### src/rtl/smoothstep_lattice_interpolator_core_assert.svh
// Assertion macros shared by the interpolator RTL.
// Every macro expects i_clk and i_rst_n in scope of the including module.
`ifndef SMOOTHSTEP_LATTICE_INTERPOLATOR_CORE_ASSERT_SVH
`define SMOOTHSTEP_LATTICE_INTERPOLATOR_CORE_ASSERT_SVH

// Same-cycle implication, checked out of reset.
`define SLI_ASSERT_IMPL(label, ante, cons) \
    label: assert property (@(posedge i_clk) disable iff (!i_rst_n) (ante) |-> (cons)) \
        else $error("sli assertion failed");

// Next-cycle implication, checked out of reset.
`define SLI_ASSERT_NEXT(label, ante, cons) \
    label: assert property (@(posedge i_clk) disable iff (!i_rst_n) (ante) |=> (cons)) \
        else $error("sli assertion failed");

`endif

### src/rtl/sli_pkg.sv
// Shared types, widths and helpers for the smoothstep lattice interpolator.
// No dependencies.
package sli_pkg;

    localparam int SHIFT_W        = 3;
    localparam int SHIFT_MAX      = (1 << SHIFT_W) - 1;
    localparam int CORNER_W       = 8;
    localparam int OFFSET_W       = 7;
    localparam int PIXEL_W        = 8;
    localparam int MAX_OCTAVE_DEF = 7;
    localparam int LATENCY        = 7;
    localparam int TRI_W          = 5;   // holds 3*shift
    localparam int HEX_W          = 6;   // holds 6*shift

    // Per-cycle control seen by every stage.
    typedef struct packed {
        logic               adv;
        logic [SHIFT_W-1:0] shift;
    } t_pipe_ctl;

    // 3*k, the log2 of the cubed cell size.
    function automatic logic [TRI_W-1:0] tri_shift(input logic [SHIFT_W-1:0] k);
        logic [TRI_W-1:0] kx;
        kx = TRI_W'(k);
        return (kx << 1) + kx;
    endfunction

endpackage

### src/rtl/sli_ease.sv
// Two-stage smoothstep weight W(j) = j*j*(3s-2j) for one axis.
// Depends on sli_pkg.
module sli_ease #(
    parameter int KMAX = sli_pkg::MAX_OCTAVE_DEF
) (
    input  logic                         i_clk,
    input  sli_pkg::t_pipe_ctl           i_ctl,
    input  logic [sli_pkg::OFFSET_W-1:0] i_offset,
    output logic [3*KMAX-1:0]            o_weight
);

    localparam int JW = KMAX;
    localparam int TW = KMAX + 2;

    logic [KMAX:0]     s_size;
    logic [JW-1:0]     s_mask;
    logic [JW-1:0]     s_j;
    logic [TW-1:0]     s_tail;
    logic [2*JW-1:0]   n_jsq;
    logic [2*JW-1:0]   r_jsq;
    logic [TW-1:0]     r_tail;
    logic [3*JW+1:0]   s_prod;
    logic [3*KMAX-1:0] r_weight;

    always_comb begin
        s_size = (KMAX+1)'(1) << i_ctl.shift;
        s_mask = JW'(s_size - (KMAX+1)'(1));
        s_j    = i_offset[JW-1:0] & s_mask;
        // 3s - 2j, always positive since j < s
        s_tail = (TW'(s_size) << 1) + TW'(s_size) - (TW'(s_j) << 1);
        n_jsq  = (2*JW)'(s_j) * (2*JW)'(s_j);
    end

    always_ff @(posedge i_clk) begin
        if (i_ctl.adv) begin
            r_jsq  <= n_jsq;
            r_tail <= s_tail;
        end
    end

    assign s_prod = (3*JW+2)'(r_jsq) * (3*JW+2)'(r_tail);

    // W < s^3 <= 2^(3*KMAX)
    always_ff @(posedge i_clk) begin
        if (i_ctl.adv) begin
            r_weight <= s_prod[3*KMAX-1:0];
        end
    end

    assign o_weight = r_weight;

endmodule

### src/rtl/sli_lerp.sv
// Two-stage scaled lerp: lo*2^(3k) + (hi-lo)*w, exact integer.
// Depends on sli_pkg.
module sli_lerp #(
    parameter int VW = sli_pkg::CORNER_W,
    parameter int WW = 3 * sli_pkg::MAX_OCTAVE_DEF
) (
    input  logic               i_clk,
    input  sli_pkg::t_pipe_ctl i_ctl,
    input  logic [VW-1:0]      i_lo,
    input  logic [VW-1:0]      i_hi,
    input  logic [WW-1:0]      i_weight,
    output logic [VW+WW-1:0]   o_blend
);

    localparam int OW = VW + WW;
    localparam int PW = VW + WW + 2;

    logic signed [VW:0]   s_diff;
    logic signed [WW:0]   s_wt;
    logic signed [PW-1:0] r_prod;
    logic [VW-1:0]        r_lo;
    logic [OW-1:0]        s_base;
    logic signed [PW-1:0] s_sum;
    logic [OW-1:0]        r_blend;

    assign s_diff = $signed({1'b0, i_hi}) - $signed({1'b0, i_lo});
    assign s_wt   = $signed({1'b0, i_weight});

    always_ff @(posedge i_clk) begin
        if (i_ctl.adv) begin
            r_prod <= PW'(s_diff) * PW'(s_wt);
            r_lo   <= i_lo;
        end
    end

    always_comb begin
        s_base = OW'(r_lo) << sli_pkg::tri_shift(i_ctl.shift);
        // sum is a convex blend scaled by 2^(3k), never negative
        s_sum  = $signed({2'b00, s_base}) + r_prod;
    end

    always_ff @(posedge i_clk) begin
        if (i_ctl.adv) begin
            r_blend <= s_sum[OW-1:0];
        end
    end

    assign o_blend = r_blend;

endmodule

### src/rtl/smoothstep_lattice_interpolator_core.sv
// Smoothstep lattice interpolator top: ease, row lerps, column lerp, output.
// Depends on sli_pkg, sli_ease, sli_lerp and the assertion macro header.
//
//  channel | direction | handshake                  | payload
//  --------+-----------+----------------------------+----------------------------------
//  in      | sink      | i_in_valid / o_in_stall    | four corners, offset_x, offset_y
//  out     | source    | o_out_valid / i_out_stall  | pixel_value
//  cfg     | sink      | i_cfg_valid / o_cfg_ready  | octave_shift
//
// One beat per cycle sustained unless the output stalls; stages: 2 ease, 2 row lerp,
// 2 column lerp, 1 output shift register.
// All stages advance together; a stalled output beat freezes the whole pipe.
// Synchronous active-low reset clears valid bits and octave_shift to 0.
// Stages read the octave register directly; user must change it only idle (unenforced).
`include "smoothstep_lattice_interpolator_core_assert.svh"

module smoothstep_lattice_interpolator_core #(
    parameter int MAX_OCTAVE = sli_pkg::MAX_OCTAVE_DEF
) (
    input  logic                         i_clk,
    input  logic                         i_rst_n,
    input  logic                         i_in_valid,
    output logic                         o_in_stall,
    input  logic [sli_pkg::CORNER_W-1:0] i_corner_top_left,
    input  logic [sli_pkg::CORNER_W-1:0] i_corner_top_right,
    input  logic [sli_pkg::CORNER_W-1:0] i_corner_bottom_left,
    input  logic [sli_pkg::CORNER_W-1:0] i_corner_bottom_right,
    input  logic [sli_pkg::OFFSET_W-1:0] i_offset_x,
    input  logic [sli_pkg::OFFSET_W-1:0] i_offset_y,
    output logic                         o_out_valid,
    input  logic                         i_out_stall,
    output logic [sli_pkg::PIXEL_W-1:0]  o_pixel_value,
    input  logic                         i_cfg_valid,
    output logic                         o_cfg_ready,
    input  logic [sli_pkg::SHIFT_W-1:0]  i_cfg_data
);

    localparam int KMAX = (MAX_OCTAVE < sli_pkg::SHIFT_MAX) ? MAX_OCTAVE : sli_pkg::SHIFT_MAX;
    localparam int CW   = sli_pkg::CORNER_W;
    localparam int WW   = 3 * KMAX;
    localparam int RW   = CW + WW;
    localparam int NW   = RW + WW;
    localparam int LAT  = sli_pkg::LATENCY;

    logic [sli_pkg::SHIFT_W-1:0] r_shift;
    logic [sli_pkg::SHIFT_W-1:0] s_k;
    sli_pkg::t_pipe_ctl          s_ctl;
    logic [LAT-1:0]              r_vld;

    logic [CW-1:0] r_tl_d1, r_tr_d1, r_bl_d1, r_br_d1;
    logic [CW-1:0] r_tl_d2, r_tr_d2, r_bl_d2, r_br_d2;
    logic [WW-1:0] s_wx, s_wy;
    logic [WW-1:0] r_wy_d1, r_wy_d2;
    logic [RW-1:0] s_top, s_bot;
    logic [NW-1:0] s_num;
    logic [sli_pkg::HEX_W-1:0]   s_hex;
    logic [sli_pkg::PIXEL_W-1:0] r_pixel;

    // configuration
    always_ff @(posedge i_clk) begin
        if (!i_rst_n) begin
            r_shift <= '0;
        end else if (i_cfg_valid) begin
            r_shift <= i_cfg_data;
        end
    end

    assign o_cfg_ready = 1'b1;

    // octave saturates at the build limit
    assign s_k = (r_shift > sli_pkg::SHIFT_W'(KMAX)) ? sli_pkg::SHIFT_W'(KMAX) : r_shift;

    assign o_in_stall = r_vld[LAT-1] & i_out_stall;
    assign s_ctl.adv   = ~o_in_stall;
    assign s_ctl.shift = s_k;

    always_ff @(posedge i_clk) begin
        if (!i_rst_n) begin
            r_vld <= '0;
        end else if (s_ctl.adv) begin
            r_vld <= {r_vld[LAT-2:0], i_in_valid};
        end
    end

    // corners wait out the two ease stages
    always_ff @(posedge i_clk) begin
        if (s_ctl.adv) begin
            r_tl_d1 <= i_corner_top_left;
            r_tr_d1 <= i_corner_top_right;
            r_bl_d1 <= i_corner_bottom_left;
            r_br_d1 <= i_corner_bottom_right;
            r_tl_d2 <= r_tl_d1;
            r_tr_d2 <= r_tr_d1;
            r_bl_d2 <= r_bl_d1;
            r_br_d2 <= r_br_d1;
            r_wy_d1 <= s_wy;
            r_wy_d2 <= r_wy_d1;
        end
    end

    sli_ease #(.KMAX(KMAX)) u_ease_x (
        .i_clk    (i_clk),
        .i_ctl    (s_ctl),
        .i_offset (i_offset_x),
        .o_weight (s_wx)
    );

    sli_ease #(.KMAX(KMAX)) u_ease_y (
        .i_clk    (i_clk),
        .i_ctl    (s_ctl),
        .i_offset (i_offset_y),
        .o_weight (s_wy)
    );

    sli_lerp #(.VW(CW), .WW(WW)) u_lerp_top (
        .i_clk    (i_clk),
        .i_ctl    (s_ctl),
        .i_lo     (r_tl_d2),
        .i_hi     (r_tr_d2),
        .i_weight (s_wx),
        .o_blend  (s_top)
    );

    sli_lerp #(.VW(CW), .WW(WW)) u_lerp_bot (
        .i_clk    (i_clk),
        .i_ctl    (s_ctl),
        .i_lo     (r_bl_d2),
        .i_hi     (r_br_d2),
        .i_weight (s_wx),
        .o_blend  (s_bot)
    );

    sli_lerp #(.VW(RW), .WW(WW)) u_lerp_col (
        .i_clk    (i_clk),
        .i_ctl    (s_ctl),
        .i_lo     (s_top),
        .i_hi     (s_bot),
        .i_weight (r_wy_d2),
        .o_blend  (s_num)
    );

    // divide by D^2 = 2^(6k); the quotient never exceeds one byte
    assign s_hex = {sli_pkg::tri_shift(s_k), 1'b0};

    always_ff @(posedge i_clk) begin
        if (s_ctl.adv) begin
            r_pixel <= sli_pkg::PIXEL_W'(s_num >> s_hex);
        end
    end

    assign o_out_valid   = r_vld[LAT-1];
    assign o_pixel_value = r_pixel;

    `SLI_ASSERT_IMPL(a_stall_only_when_full, o_in_stall, r_vld[LAT-1] && i_out_stall)
    `SLI_ASSERT_NEXT(a_accept_enters_pipe, i_in_valid && !o_in_stall, r_vld[0])
    `SLI_ASSERT_NEXT(a_stall_freezes_pipe, o_in_stall, $stable(r_vld) && $stable(r_pixel))
    `SLI_ASSERT_NEXT(a_idle_drains, !i_in_valid && !o_in_stall, !r_vld[0])

endmodule

### config.mk
export PLATFORM = sky130hd
export DESIGN_NAME = smoothstep_lattice_interpolator_core
export DESIGN_NICKNAME = d
export VERILOG_FILES = /design/src/rtl/sli_pkg.sv /design/src/rtl/sli_ease.sv /design/src/rtl/sli_lerp.sv /design/src/rtl/smoothstep_lattice_interpolator_core.sv
export VERILOG_INCLUDE_DIRS = /design/src /design/src/rtl
export SDC_FILE = /design/constraint.sdc
export NUM_CORES = 2
export LEC_CHECK = 0
export ABC_AREA = 1
export BUFFER_PORTS_ARGS = -buffer_cell sky130_fd_sc_hd__buf_4
export CORE_MARGIN = 1
export CORE_UTILIZATION = 45
export DETAILED_ROUTE_END_ITERATION = 16
export GPL_ROUTABILITY_DRIVEN = 0
export PLACE_DENSITY = 0.64
export SYNTH_ARGS = -nofsm -noshare
export SYNTH_HDL_FRONTEND = slang
export SYNTH_SLANG_ARGS = --single-unit
### constraint.sdc
create_clock -name i_clk -period 43.6 [get_ports i_clk]
set_input_delay 4.36 -clock i_clk [delete_from_list [all_inputs] [get_ports i_clk]]
set_output_delay 4.36 -clock i_clk [all_outputs]
set_load 0.005 [all_outputs]
Yosys cells after proc, flatten, opt, wreduce, memory -nomap -nowiden

Cells that the tools add are included.

Bitwise operators: 3
Add/sub/neg operators: 11
Order comparisons: 1
Muxes and demuxes: 1
Shift operators: 5
$mul: 7

Operator list:

| kind                | count |
|---|---|
| $add 29x29->29      | 2 |
| $mul 9x22->29       | 2 |
| $shl 8x5->29        | 2 |
| $add 50x50->50      | 1 |
| $mul 30x22->50      | 1 |
| $shl 29x5->50       | 1 |
| $shr 50x6->8        | 1 |
| $mul 14x9->21       | 2 |
| $sub 29x29->30      | 1 |
| $mul 7x7->14        | 2 |
| $sub 8x8->9         | 2 |
| $sub 9x8->9         | 2 |
| $and 7x7->7         | 2 |
| $add 9x8->9         | 1 |
| $shl 1x3->8 const A | 1 |
| $sub 7x1->7 const B | 1 |
| $add 4x3->5         | 1 |
| $gt 3x3->1 const B  | 1 |
| $mux 3              | 1 |
| $and 1x1->1         | 1 |

Bits in registers: 473
Input bits: 54
Word-level logic and storage cells: 56
Output and inout port bits: 11

Logic depth before layout (Yosys ltp)

Depth in word-level cells: 6
Mapped depth: 42
Depth with buffers taken out: 41

Cells and area by module

From an unflattened synthesis, not the netlist that was laid out.

Cells, all modules: 9552
Area total of the unflattened synthesis: 75339.8 um2

By module, submodules not included:

| module                               | times used | area each (um2) | cells each | seq. area each (um2) |
|---|---|---|---|---|
| sli_lerp (u_lerp_col)                | 1          | 33261.9         | 4263       | 3873.7 |
| sli_ease                             | 2          | 7226.9          | 950        | 1291.2 |
| sli_lerp (u_lerp_bot)                | 1          | 11104.4         | 1417       | 1981.9 |
| sli_lerp (u_lerp_top)                | 1          | 11043.1         | 1434       | 1981.9 |
| smoothstep_lattice_interpolator_core | 1          | 5476.5          | 538        | 3623.5 |

Worst setup path before layout

Ideal clock, no wire load.

Path kind: input to output
Start: input i_out_stall
End: output o_in_stall
Buffers on the path: 0
Required time: 39.240 ns
Arrival time: 16.897 ns
Setup slack: 22.343 ns
Stages on the path: 2
Path through: nand2_1 clkinv_1

Word-level cells in the longest chain between the ends: 1

RTL lines:

| element            | line                                       | source |
|---|---|---|
| start: declaration | smoothstep_lattice_interpolator_core.sv:31 | `input logic i_out_stall,` |
| $and 1x1->1        | smoothstep_lattice_interpolator_core.sv:73 | `assign o_in_stall = r_vld[LAT-1] & i_out_stall;` |
| end: declaration   | smoothstep_lattice_interpolator_core.sv:23 | `output logic o_in_stall,` |

No other way between the ends.

Final worst setup path

Ends and elaborated chain as after synthesis.

==> metrics.md <==
| Metric | Value |
|---|---|
| Max Freq | 0.09915 GHz |
| Final worst slack | 33510 ps |
| Final setup fails | 0 |
| Clock transition at path regs | about 60 ps |
| GRT Util Overall | 0.2501 |
| Netlist cell types | 69 |
| Type of the worst min-delay path | flop to flop |
| RR Endpoint | u_lerp_col.r_prod[49] |
| H-tree Lvls | 2 |
| First-pass DRT Iterations | 6 |
| Clk buf depth | 3 |
| Largest net degree at the start of global routing | 99 |
| Die W | 403.4 um |
| CTS Sinks | 470 |
| Post-synth top area share | 0.2977 |
| Worst slew margin | 0.1836 |
| Post-Place Worst Slack | 33520 ps |
| Commonest non-fill, non-tap cell in the layout | nand2_1 |
| Top_reg_cell synth | edfxtp_1 |
| Depth of the worst register-to-register path | 32 |
| Antenna Nets Post-Route | 0 |
| Inserted Clock Buffers | 53 |
| Drt wl/cell | 18.52 um |
| FF-to-FF Start | u_lerp_top.o_blend[12] |
| Fin. max-slew vios | 0 |
| Die height | 403.4 um |
| Post-CTS Setup Inserts | 0 |
| Most frequent cells in the layout | 1822 x nand2_1, 1703 x inv_1, 1077 x fa_1, 986 x nor2_1, 566 x ha_1 |
| Root Buffer | clkbuf_16 |
| Initial antenna violation count | 2 |
| Outcome | finished, final reports clean |
| # DRC | 0 |
| Hold Crit Start | r_wy_d1[12] |
| Starting Density | 0.4557 |
| Layout fillers | 15.23k |
| DP HPWL | 166500 um |
| Area leader, netlist | fa_1 |
| YS warnings | 0 |
| Synth async-reset ratio | 0 |
| RSZ-0062 raised after global routing | no |
| Crit path to | o_in_stall |
| Top post-synthesis cells by area | fa_1 30%, edfxtp_1 19%, ha_1 9.8% |
| Crit path from | i_out_stall |
| Sequential cell area | 14020 sq um |
| Area growth from synthesis to layout | 5.733% |
| Period utilization | 0.2313 |
| Final setup TNS | 0 ps |
| DRT Wirelength | 201900 um |
| CTS tree | yes |
| Io pins | 65 |
| Worst endpoint required time | 39240 ps |
| IO Port Bufs | 63 |
| Layout cell share with drive strength beyond 1 | 0.03655 |
| Sequential fraction of the synthesis area | 0.1933 |
| R2R Setup Slk | 34770 ps |
| Grt total ovfl | 0 |
| Nets | 10.41k |
| Syn Std Cell Area | 72500 sq um |
| Number of enable flip-flop cells after synthesis | 460 |
| Drt via density | 5.375 |
| First-pass GRT wire length | 319700 um |
| Fin Clk Skew | about 63 ps |
| CTS resizes | 0 |
| Core ar. | 159100 sq um |
| Mapped Cells | 8821 |
| Initial drt markers | about 5.4k |
| Footprint of the multi-input gates | 50740 sq um |
| Final hold viol count | 0 |
| Total number of vias | 58.60k |
| Hold-fix buffers at CTS | 0 |
| WP data arrival | 5730 ps |
| Synthesized flop and latch total | 470 |
| Row Count | 146 |
| Via count of the first global-routing pass | around 60k |
| Crit Path Class | input pin to primary output |
| Avg Cell Area, Syn | 8.219 sq um |
| Startpoint Class | input pin |
| CP endpoint kind | primary output |
| Minimum clock period | 10090 ps |
| Final Core Density | 0.4818 |
| Max Cap Viol | 0 |
| Die footprint | 162700 sq um |
| Worst-skew pair later-pin latency | between 600 and 700 ps |
| Worst Path Max Fanout | 58 |
| Worst slew pin tran | 1223 ps |
[cell usage after synthesis (all sizes together) (18+ instances only)]
cell,number
a21boi,18
a21o,29
a21oi,365
a31oi,25
buf,98
clkbuf,186
edfxtp,460
fa,1078
ha,567
inv,1724
mux2i,26
nand2,1847
nand3,427
nand4,51
nor2,1017
nor3,49
o211ai,23
o21a,19
o21ai,348
o21bai,39
o22ai,29
or2,36
xnor2,74
xor2,189
[worst max-delay path, cell delays in order]
cell and delay (ps):
buf_4 120, nand2_4 560, clkinv_1 430, buf_4 260
[final cells by class]
| type | instances | area share |
|---|---|---|
| Antenna cell | 2 | 0.00006529 |
| Clock buffer | 61 | 0.01769 |
| Clock inverter | 37 | 0.005941 |
| Inverter | 1738 | 0.08510 |
| Multi-Input combinational cell | 6333 | 0.6619 |
| Sequential cell | 470 | 0.1829 |
| Tap cell | 2146 | 0.03503 |
| Timing Repair Buffer | 116 | 0.01136 |
[flip-flops by register name, summed over array words and instances (netlist names), 9 cells and up]
name / cells
u_lerp_col.o_blend: 50
u_lerp_col.r_prod: 50
u_lerp_bot.o_blend: 29
u_lerp_bot.r_prod: 29
u_lerp_col.r_lo: 29
u_lerp_top.o_blend: 29
u_lerp_top.r_prod: 29
r_wy_d1: 21
r_wy_d2: 21
u_ease_x.o_weight: 21
u_ease_y.o_weight: 21
u_ease_x.r_jsq: 13
u_ease_y.r_jsq: 13
u_ease_x.r_tail: 9
[per-layer routing]
metal	part of all wire	GRT usage	up-vias
li1	-	-	27160
met1	0.42	0.3347	28580
met2	0.47	0.4155	2475
met3	0.076	0.03220	385
met4	0.038	0.09045	2
met5	0.000059	0	-
[per-stage QoR]
stage               hold WS (ps)  instances  area [sq um]
floorplan                  400.3       8825         72510
global placement           400.4      10800         74840
detailed placement         404.5      10800         74840
CTS                        414.3      10900         76650
global route               416.9      10900         76650
finish                     414.4      10900         76660
[logic make-up after synthesis]
| logic type | count (synthesis) | synth area share |
|---|---|---|
| AND/OR/NAND/NOR | 3462 | 0.1959 |
| flip-flops | 470 | 0.1933 |
| other | 2 | 0.0001036 |
| adder cells (fa/ha/maj) | 1645 | 0.3955 |
| XOR/XNOR | 263 | 0.03224 |
| multiplexers | 27 | 0.003745 |
| buffers and inverters | 2022 | 0.1075 |
| AO/OA/AOI/OAI | 930 | 0.07176 |
[how the worst min path moves through the flow]
stage / cells past startpoint / end / slack, ps
floorplan: 0 / r_bl_d2[0] / 400
global placement: 0 / r_wy_d2[11] / 400
detailed placement: 0 / r_br_d2[2] / 400
CTS: 0 / r_wy_d2[12] / 410
global route: 0 / r_tr_d2[1] / 420
finish: 0 / r_wy_d2[12] / 410
Power is left out: the tool's default activity adds up to more than one toggle a clock period on the data nets, which glitch-free logic cannot reach.
